===== src/sv/lgs_ram.sv =====
`timescale 1ns / 1ps
// ----------------------------------------------------------------------------
// lgs_ram
// Generic single-write, single-read RAM with a registered read port.
// ----------------------------------------------------------------------------
module lgs_ram #(
  parameter int WIDTH = 64,
  parameter int DEPTH = 64,
  localparam int AW = $clog2(DEPTH)
) (
  input  logic             clk,
  input  logic             we,
  input  logic [AW-1:0]    waddr,
  input  logic [WIDTH-1:0] wdata,
  input  logic [AW-1:0]    raddr,
  output logic [WIDTH-1:0] rdata
);

  logic [WIDTH-1:0] mem [DEPTH];

  // write port and registered read port
  always_ff @(posedge clk) begin
    if (we) begin
      mem[waddr] <= wdata;
    end
    rdata <= mem[raddr];
  end

endmodule


===== config.mk =====
export PLATFORM = sky130hd
export DESIGN_NAME = lgs_ram
export DESIGN_NICKNAME = d
export VERILOG_FILES = /design/src/sv/lgs_ram.sv
export SDC_FILE = /design/constraint.sdc
export NUM_CORES = 2
export LEC_CHECK = 0
export BUFFER_PORTS_ARGS = -buffer_cell sky130_fd_sc_hd__buf_2
export CORE_ASPECT_RATIO = 0.75
export CORE_UTILIZATION = 32
export CTS_CLUSTER_SIZE = 25
export DETAILED_ROUTE_END_ITERATION = 7
export REMOVE_ABC_BUFFERS = 1
export SKIP_LAST_GASP = 1
export SYNTH_ARGS = -nofsm -noshare
export SYNTH_HDL_FRONTEND = slang
export SYNTH_SLANG_ARGS = --single-unit

===== constraint.sdc =====
create_clock -name clk -period 6.4 [get_ports clk]
set_input_delay 1.28 -clock clk [delete_from_list [all_inputs] [get_ports clk]]
set_output_delay 1.28 -clock clk [all_outputs]
set_load 0.1 [all_outputs]

==> qor.csv <==
stage;metric;value;unit
outcome;status;complete, no violations;
clocking;htreeDepth;5;
floorplan;fp.dieH;607;µm
grt;grt_start_max_net_pins;102;
clocking;cts_max_path_buffers;4;
critical_path;crit_fanout;80;
logic_synthesis;synth_fa_ha_area_share;0;%
logic_synthesis;syn-cell-area;156000;µm²
critical_path;cpPeakStageDelay;0.89;ns
cells_and_area;post_route_cells_drive_above_1_share;28.2;%
sta;tightest_slew;1.33;ns
detailed_routing;drc;0;
grt;groute.usage.overall;17.7;%
sta;finalCriticalPeriod;3.88;ns
logic_synthesis;synth_top_family_by_area;multiplexers;
sta;maxSlewHeadroom;11.5;%
clocking;cts_resized;0;
critical_path;crit_slowest_cell;a41oi_1;
clocking;clk_pin_slew_worst_paths;0.07;ns
critical_path;setup.worst_path.start;raddr[0];
placement;place_congestion;0.759;
grt;antenna_found_initial;61;
clocking;post_cts_buffers;0;
logic_synthesis;ys_seq_area_share;79.5;%
sta;fin_ws;2.52;ns
placement;port-buffer-count;141;
critical_path;crit_path_end_kind;flop;
critical_path;crit_type;in -> reg;
critical_path;startpoint_type;input pin;
clocking;ctsHoldBuffers;0;
pwr;p_leak;54.6;nW
floorplan;die_w;809;µm
floorplan;num_io_pins;142;
sta;hold_ws;0.814;ns
logic_synthesis;synth_area_per_cell;23.7;µm²
sta;rsz0062_at_grt;false;
detailed_routing;vias;76600;
floorplan;die-area;491000;µm²
sta;drv_slew;0;
detailed_routing;via_per_inst;5.57;
job;cap_violations;0;
clocking;cts_root_buf;clkbuf_16;
critical_path;r2r_start;mem[38][51]$_DFFE_PP_;
logic_synthesis;synth_mux_area_share;15.6;%
worst_hold_path;hp-start;mem[52][12]$_DFFE_PP_;
sta;max_freq;258;MHz
logic_synthesis;synth-seq-cells;4160;
cells_and_area;nFillCells;43200;
logic_synthesis;synth_xor_xnor_area_share;0;%
sta;skew;0.0300;ns
critical_path;crit_chain;buf_12, buf_12, buf_4, mux4_2, mux2i_1, nand2_1, a41oi_1, a211oi_1;
placement;preCtsSetupSlack;1.64;ns
pwr;finalPower;56.1;mW
critical_path;crit_top_cell;buf_12;
sta;setup_violations;0;
logic_synthesis;synth_compound_area_share;2.48;%
placement;hpwl;236000;µm
logic_synthesis;yosys.area_share.simple;1.24;%
pwr;ir_worst_vdd;0.000244;V
grt;grt_pass1_wl;617000;µm
critical_path;critical_path.top_delay_family;buffers and inverters;
logic_synthesis;synth_cell_types;33;
clocking;cts_buffers;363;
logic_synthesis;synth_edf_count;4096;
floorplan;rows;221;
cells_and_area;num-nets-final;7043;
cells_and_area;area_delta_synth_final;14.4;%
logic_synthesis;netlist_instances;6598;
detailed_routing;routed_wirelength;447000;µm
sta;finalCritPeriodShare;60.6;%
critical_path;cp.arrival;4.64;ns
logic_synthesis;async_reset_ff_share;0;%
clocking;cts_tree;done;
detailed_routing;drtIter0Drc;11200;
grt;gr-total-overflow;0;
detailed_routing;first_pass_iters;6;
worst_hold_path;min_path_type;reg -> reg;
detailed_routing;detail-route-antenna-nets;0;
logic_synthesis;ys.warnings.count;0;
sta;hold_violations;0;
clocking;clk-insertion-delay-late;0.96;ns
floorplan;start_util;32.3;%
clocking;clock-sinks;4160;
critical_path;worst-path-buf-inv;3;
logic_synthesis;synth-main-ff-cell;edfxtp_1;
pwr;power.density;314;nW/µm²
critical_path;required;7.16;ns
grt;grt_pass1_vias;75600;
floorplan;core_area;485000;µm²
detailed_routing;wl_per_cell;32.5;µm
==> cell families (layout without fill, tap and decap cells) <==
family          Yosys count  after routing
simple gates            386            386
other cells               0             25
buf+inv                 389           1058
compound gates          504            504
flops                  4160           4160
mux                    1159           1159
==> tightest hold or removal path, cell delays in order, from the launching register on <==
cell and delay (ns):
edfxtp_1 0.32, mux4_2 0.22, a22oi_1 0.06, nand3_1 0.07, and3_1 0.14
==> cells in the final DEF (no fill, tap or decap), drive strengths merged, types with 3 or more instances in the layout <==
cell / n
edfxtp: 4096
mux4: 1024
clkbuf: 468
buf: 372
a22oi: 168
clkinv: 137
mux2i: 135
nor2: 112
a22o: 88
o22ai: 83
and3: 64
dfxtp: 64
a211oi: 63
nand2: 58
nand3: 45
bufinv: 43
o221ai: 38
or3: 29
or2: 28
nor2b: 28
inv: 27
a41oi: 26
diode: 25
a2bb2oi: 19
a31oi: 18
clkinvlp: 11
nand2b: 11
and2: 3
==> through the flow <==
step                      std cells  setup TNS [ns]  util, %  area [µm²]
after floorplan                6228          -22.58        -      155000
after global placement        13100               0     34.4      167000
after detailed placement      13100               0     34.4      167000
after CTS                     13700               0     36.9      179000
after global routing          13700               0     36.9      179000
final                         13800               0     36.9      179000
==> cell usage after synthesis (all sizes together), types with 58 or more instances <==
master,number,area (µm²)
a211oi,63,473
clkbuf,140,526
o22ai,83,519
buf,230,1250
and3,64,400
mux2i,135,1350
nor2,112,420
nand2,58,218
a22oi,168,1260
dfxtp,64,1280
mux4,1024,23100
a22o,88,771
edfxtp,4096,123000
==> layout make-up <==
class	count	area (µm²)	share of cell area [%]
flip-flops and latches	4160	124000	69.5
multi-input cells	2049	30800	17.2
clock buffers	468	9920	5.55
well taps	6467	8090	4.52
repair buffers	372	3410	1.91
clock inverters	199	2230	1.25
inverters	19	71.3	0.0399
diodes	25	62.6	0.0350
==> registers in the layout, summed over array words and instances (netlist names) <==
| register | flops |
|---|---|
| mem | 4096 |
| rdata | 64 |
==> layer usage <==
metal / share of wire, % / routed length [µm] / GRT usage, %
met5: 0.012 / 55 / 0
met4: 2.2 / 9830 / 4.04
met1: 42 / 188000 / 26.5
met2: 46 / 204000 / 26.9
met3: 10 / 45600 / 3.29
==> report_power, final <==
group | internal, mW | leakage (nW) | switching [mW]
Combinational | 0.950 | 11.2 | 2.09
Clock | 12.7 | 5.96 | 10.1
Sequential | 30.2 | 37.4 | 0.137
Total | 43.9 | 54.6 | 12.3
==> path summary, 6_finish.rpt <==
kind / slack, ns / endpoint / cells past startpoint
worst max-delay path: 2.52 / rdata[51]$_DFF_P_ / 8
worst min-delay path: 0.81 / rdata[12]$_DFF_P_ / 4
worst max register to register: 4.09 / rdata[51]$_DFF_P_ / 4
worst min register to register: 0.81 / rdata[12]$_DFF_P_ / 4
Power figures use the tool's default switching activity.
