<file path="config.mk">
export PLATFORM = sky130hd
export DESIGN_NAME = lgs_cell_row
export DESIGN_NICKNAME = d
export VERILOG_FILES = /design/src/sv/lgs_pkg.sv /design/src/sv/lgs_cell.sv /design/src/sv/lgs_cell_row.sv
export SDC_FILE = /design/constraint.sdc
export NUM_CORES = 1
export LEC_CHECK = 0
export ABC_CLOCK_PERIOD_IN_PS = 7700
export BUFFER_PORTS_ARGS = -buffer_cell sky130_fd_sc_hd__buf_2
export CELL_PAD_IN_SITES_DETAIL_PLACEMENT = 1
export CELL_PAD_IN_SITES_GLOBAL_PLACEMENT = 1
export CORE_ASPECT_RATIO = 0.5
export CORE_MARGIN = 8
export CORE_UTILIZATION = 50
export DETAILED_ROUTE_END_ITERATION = 12
export PLACE_DENSITY_LB_ADDON = 0.25
export SYNTH_ARGS = -nofsm -noshare
export SYNTH_HDL_FRONTEND = slang
export SYNTH_SLANG_ARGS = --single-unit
</file>
<file path="constraint.sdc">
create_clock -name clk -period 7.7 [get_ports clk]
set_input_delay 1.54 -clock clk [delete_from_list [all_inputs] [get_ports clk]]
set_output_delay 1.54 -clock clk [all_outputs]
set_load 0.01 [all_outputs]
</file>
<file path="src/sv/lgs_pkg.sv">
`timescale 1ns / 1ps
// ----------------------------------------------------------------------------
// lgs_pkg
// Shared types and constants for the life generation step block: operation
// codes, register indexes, size defaults and the B3/S23 rule counts.
// ----------------------------------------------------------------------------
package lgs_pkg;

  // default storage size of the grid
  localparam int MAX_WIDTH_DEF  = 64;
  localparam int MAX_HEIGHT_DEF = 64;

  // operation codes carried in tuser
  localparam logic [1:0] OP_WRITE = 2'd0;
  localparam logic [1:0] OP_STEP  = 2'd1;
  localparam logic [1:0] OP_READ  = 2'd2;

  // configuration registers
  localparam int         CFG_DATA_W      = 7;
  localparam logic       REG_GRID_WIDTH  = 1'b0;
  localparam logic       REG_GRID_HEIGHT = 1'b1;
  localparam logic [6:0] GRID_SIZE_RESET = 7'd64;

  // rule counts on the eight-neighbor sum
  localparam logic [3:0] BIRTH_COUNT   = 4'd3;
  localparam logic [3:0] SURVIVE_COUNT = 4'd2;

  // per-column vertical sum handed between neighbor cells
  typedef logic [1:0] col_sum_t;

endpackage

</file>
<file path="src/sv/lgs_cell.sv">
`timescale 1ns / 1ps
// ----------------------------------------------------------------------------
// lgs_cell
// One column of the generation window: holds the up, current and down bits
// of its column and computes the next state from its neighbors' sums.
// ----------------------------------------------------------------------------
module lgs_cell (
  input  logic                clk,
  input  logic                shift,
  input  logic                din,
  input  logic                in_use,
  input  lgs_pkg::col_sum_t   left_sum,
  input  lgs_pkg::col_sum_t   right_sum,
  output lgs_pkg::col_sum_t   col_sum,
  output logic                next_bit
);
  import lgs_pkg::*;

  logic up;
  logic cur;
  logic dn;
  logic [3:0] total;
  logic [3:0] nbr;
  logic       live;

  // three-row window, a new row enters at the bottom
  always_ff @(posedge clk) begin
    if (shift) begin
      up  <= cur;
      cur <= dn;
      dn  <= din;
    end
  end

  // vertical sum of this column, handed to both neighbors
  assign col_sum = col_sum_t'({1'b0, up} + {1'b0, cur} + {1'b0, dn});

  // eight-neighbor count and B3/S23 rule
  assign total = 4'(left_sum) + 4'(col_sum) + 4'(right_sum);
  assign nbr   = total - 4'(cur);
  assign live  = (nbr == BIRTH_COUNT) || (cur && (nbr == SURVIVE_COUNT));

  // columns outside the area keep their value
  assign next_bit = in_use ? live : cur;

endmodule

</file>
<file path="src/sv/lgs_cell_row.sv">
`timescale 1ns / 1ps
// ----------------------------------------------------------------------------
// lgs_cell_row
// Row of column cells with toroidal wrap at the active width. Produces the
// next generation of the row in the middle of the window.
// ----------------------------------------------------------------------------
module lgs_cell_row #(
  parameter int MAX_WIDTH = 64,
  localparam int WW = $clog2(MAX_WIDTH + 1),
  localparam int CW = $clog2(MAX_WIDTH)
) (
  input  logic                 clk,
  input  logic                 shift,
  input  logic [MAX_WIDTH-1:0] shift_row,
  input  logic [WW-1:0]        width_eff,
  output logic [MAX_WIDTH-1:0] next_row
);
  import lgs_pkg::*;

  col_sum_t           sums [MAX_WIDTH];
  logic [MAX_WIDTH-1:0] in_use;
  logic [MAX_WIDTH-1:0] last_col;
  logic [CW-1:0]      last_idx;
  col_sum_t           wrap_sum;

  // column at the right edge feeds the left side of column zero
  assign last_idx = CW'(width_eff - WW'(1));
  assign wrap_sum = sums[last_idx];

  for (genvar i = 0; i < MAX_WIDTH; i++) begin : g_col
    col_sum_t left_sum;
    col_sum_t right_sum;

    assign in_use[i]   = width_eff > WW'(i);
    assign last_col[i] = width_eff == WW'(i + 1);

    // wrap neighbors at the active width
    if (i == 0) begin : g_first
      assign left_sum = wrap_sum;
    end else begin : g_mid
      assign left_sum = sums[i-1];
    end
    if (i == MAX_WIDTH - 1) begin : g_last
      assign right_sum = sums[0];
    end else begin : g_inner
      assign right_sum = last_col[i] ? sums[0] : sums[i+1];
    end

    lgs_cell u_col (
      .clk       (clk),
      .shift     (shift),
      .din       (shift_row[i]),
      .in_use    (in_use[i]),
      .left_sum  (left_sum),
      .right_sum (right_sum),
      .col_sum   (sums[i]),
      .next_bit  (next_row[i])
    );
  end

endmodule

</file>
==> impl_metrics.json <==
{
  "ys_types": 75,
  "relSlewSlack_pct": 28.0,
  "synth_enable_flop_cells": 192,
  "status": "complete, no violations",
  "dp_hpwl_mm": 55.4,
  "grt_pass1_vias": 19300,
  "cp_num_buf_inv": 7,
  "boundaryPins": 137,
  "crit_slowest_cell": "or4_1",
  "syn2layout_area_growth_pct": 6.43,
  "core-area_mm2": 0.0468,
  "dp_slack_ps": 94.1,
  "crit_chain": "buf_2, inv_2, buf_4, ha_2, xor2_4, buf_4, mux2i_1, a31oi_1, or4_1, o22a_1, fa_1, inv_1, ha_1, inv_1, ha_1, a21o_1, a21oi_1, xnor2_1, o21ai_0, buf_2",
  "fin_crit_sh_pct": 96.8,
  "io_buffers": 136,
  "die_w_um": 324,
  "cts_buffer_depth": 2,
  "yosysSeqAreaShare_pct": 24.3,
  "synthCells": 2278,
  "synth_area_leaders": "edfxtp_1 (24%), ha_1 (21%), fa_1 (16%)",
  "synthFlopType": "edfxtp_1",
  "track_usage_pct": 25.3,
  "antenna_found_initial": 4,
  "synth_commonest_cells": "inv_1 (398), ha_1 (389), a21oi_1 (205)",
  "crit_type": "input port to primary output",
  "dp_cells": 2967,
  "hold_buffers": 0,
  "fp-row-count": 56,
  "post-route-worst-setup-slack_ps": 244,
  "drtAntennaViolNets": 0,
  "clock_latency_ps": 490,
  "nets": 3002,
  "reg2reg_slack_ps": 6900,
  "tns_ps": 0,
  "hold_class": "register to register",
  "drv_slew": 0,
  "path_delay_family": "adder cells",
  "final_cells": 3001,
  "fin_area_mm2": 0.0252,
  "ys_seq_elements": 192,
  "cts_buffers": 17,
  "timing.fmax_mhz": 134,
  "tightest_slew_ps": 1070,
  "overflow": 0,
  "synth_most_common_cell": "inv_1",
  "grt_pass1_wl_mm": 108,
  "whs_ps": 487,
  "cp.required_ps": 6160,
  "cp_max_fo": 11,
  "rsz0062_at_grt": "false",
  "syn_area_mm2": 0.0237,
  "yosysWarnings": 0,
  "drtPass1Iterations": 5,
  "drive_above_1_share_pct": 10.6,
  "clkTransAtPathRegs_ps": 90,
  "wl_per_cell_um": 23.0,
  "fin_crit_ps": 7460,
  "vias_per_cell": 5.86,
  "place_congestion": 0.937,
  "cts_tree": "built",
  "synth_top_area_cell": "edfxtp_1",
  "p_leak_nw": 11.6,
  "final_hold_viol_count": 0,
  "htreeDepth": 4,
  "place_area_mm2": 0.0247,
  "peakVddDrop_v": 0.000151,
  "drc": 0,
  "fin_worst_skew_ps": 16.4,
  "worstPathArrival_ps": 5920,
  "synthesis.nets": 2932,
  "postCtsSetupRepairBufs": 0,
  "cp_slowest_stage_delay_ps": 570,
  "powerDensity_mw_per_mm2": 254,
  "die_y_um": 170,
  "start_kind": "input port",
  "vias": 17600,
  "postCtsResizedCells": 0,
  "start_util_pct": 50.7,
  "grt_max_degree": 68,
  "dieArea_mm2": 0.0551,
  "setup.worst_path.end_class": "primary output",
  "drt_iter0_drc": 1223,
  "clock_sinks": 192,
  "drt-total-wl_mm": 69.1,
  "syn_area_per_cell_um2": 10.4,
  "yosysTopAreaCellShare_pct": 24.3,
  "async_flop_share_pct": 0,
  "drv_cap": 0,
  "power_mw": 6.41,
  "ctsRootBufferMaster": "clkbuf_16",
  "setup_viol": 0,
  "final_util_pct": 53.9
}
==> cells by family (layout without fill, tap and decap cells) <==
logic type,Yosys count,count (layout),synth area share [%]
flops,192,192,24.3
other cells,0,3,0
mux,183,183,9.38
fa+ha+maj,581,581,36.7
simple gates,309,309,6.74
buf+inv,515,597,9.69
compound gates,416,416,10.0
xor+xnor,82,82,3.14
==> sequential cells by signal (all words and copies together) (netlist names) <==
signal / count
g_col.u_col.cur: 64
g_col.u_col.up: 64
g_col.u_col.dn: 64
==> report_power, final <==
group	switching (mW)	leakage [nW]	total [mW]	internal (mW)
clock	0.457	0.249	0.903	0.446
combinational	2.37	9.46	4.20	1.83
sequential	0.0711	1.88	1.31	1.24
total	2.90	11.6	6.41	3.52
==> final timing paths <==
kind              cells after the start             endpoint                start
setup / recovery                     20          next_row[0]         width_eff[0]
hold / removal                        0  g_col[50].u_col.cur   g_col[50].u_col.dn
setup reg to reg                      0   g_col[59].u_col.up  g_col[59].u_col.cur
hold reg to reg                       0  g_col[50].u_col.cur   g_col[50].u_col.dn
==> final cells by class <==
cell class              count  area (µm²)
diodes                      3        7.51
well taps                 638         798
flip-flops and latches    192        5770
inverters                 400        1500
clock inverters            12         113
clock buffers              19         433
repair buffers            166         941
fillers                  5204       21600
multi-input cells        1571       15700
==> layout by cell type (no fill, tap or decap), types with 64 or more instances in the layout <==
cell	Yosys	final
a21oi_1	205	205
buf_2	8	135
edfxtp_1	192	192
fa_1	192	191
ha_1	389	387
inv_1	398	398
mux2i_1	142	142
nor2_1	77	77
o21ai_0	108	108
xnor2_1	64	64
==> layer usage <==
layer / vias up / GRT usage [%] / wire length [µm]
met3: 106 / 5.94 / 5230
li1: 7965 / - / -
met1: 8998 / 33.4 / 29800
met5: - / 0 / 0
met4: 0 / 6.55 / 1570
met2: 527 / 42.0 / 32500
No activity file was read; power rests on OpenSTA's default activity.
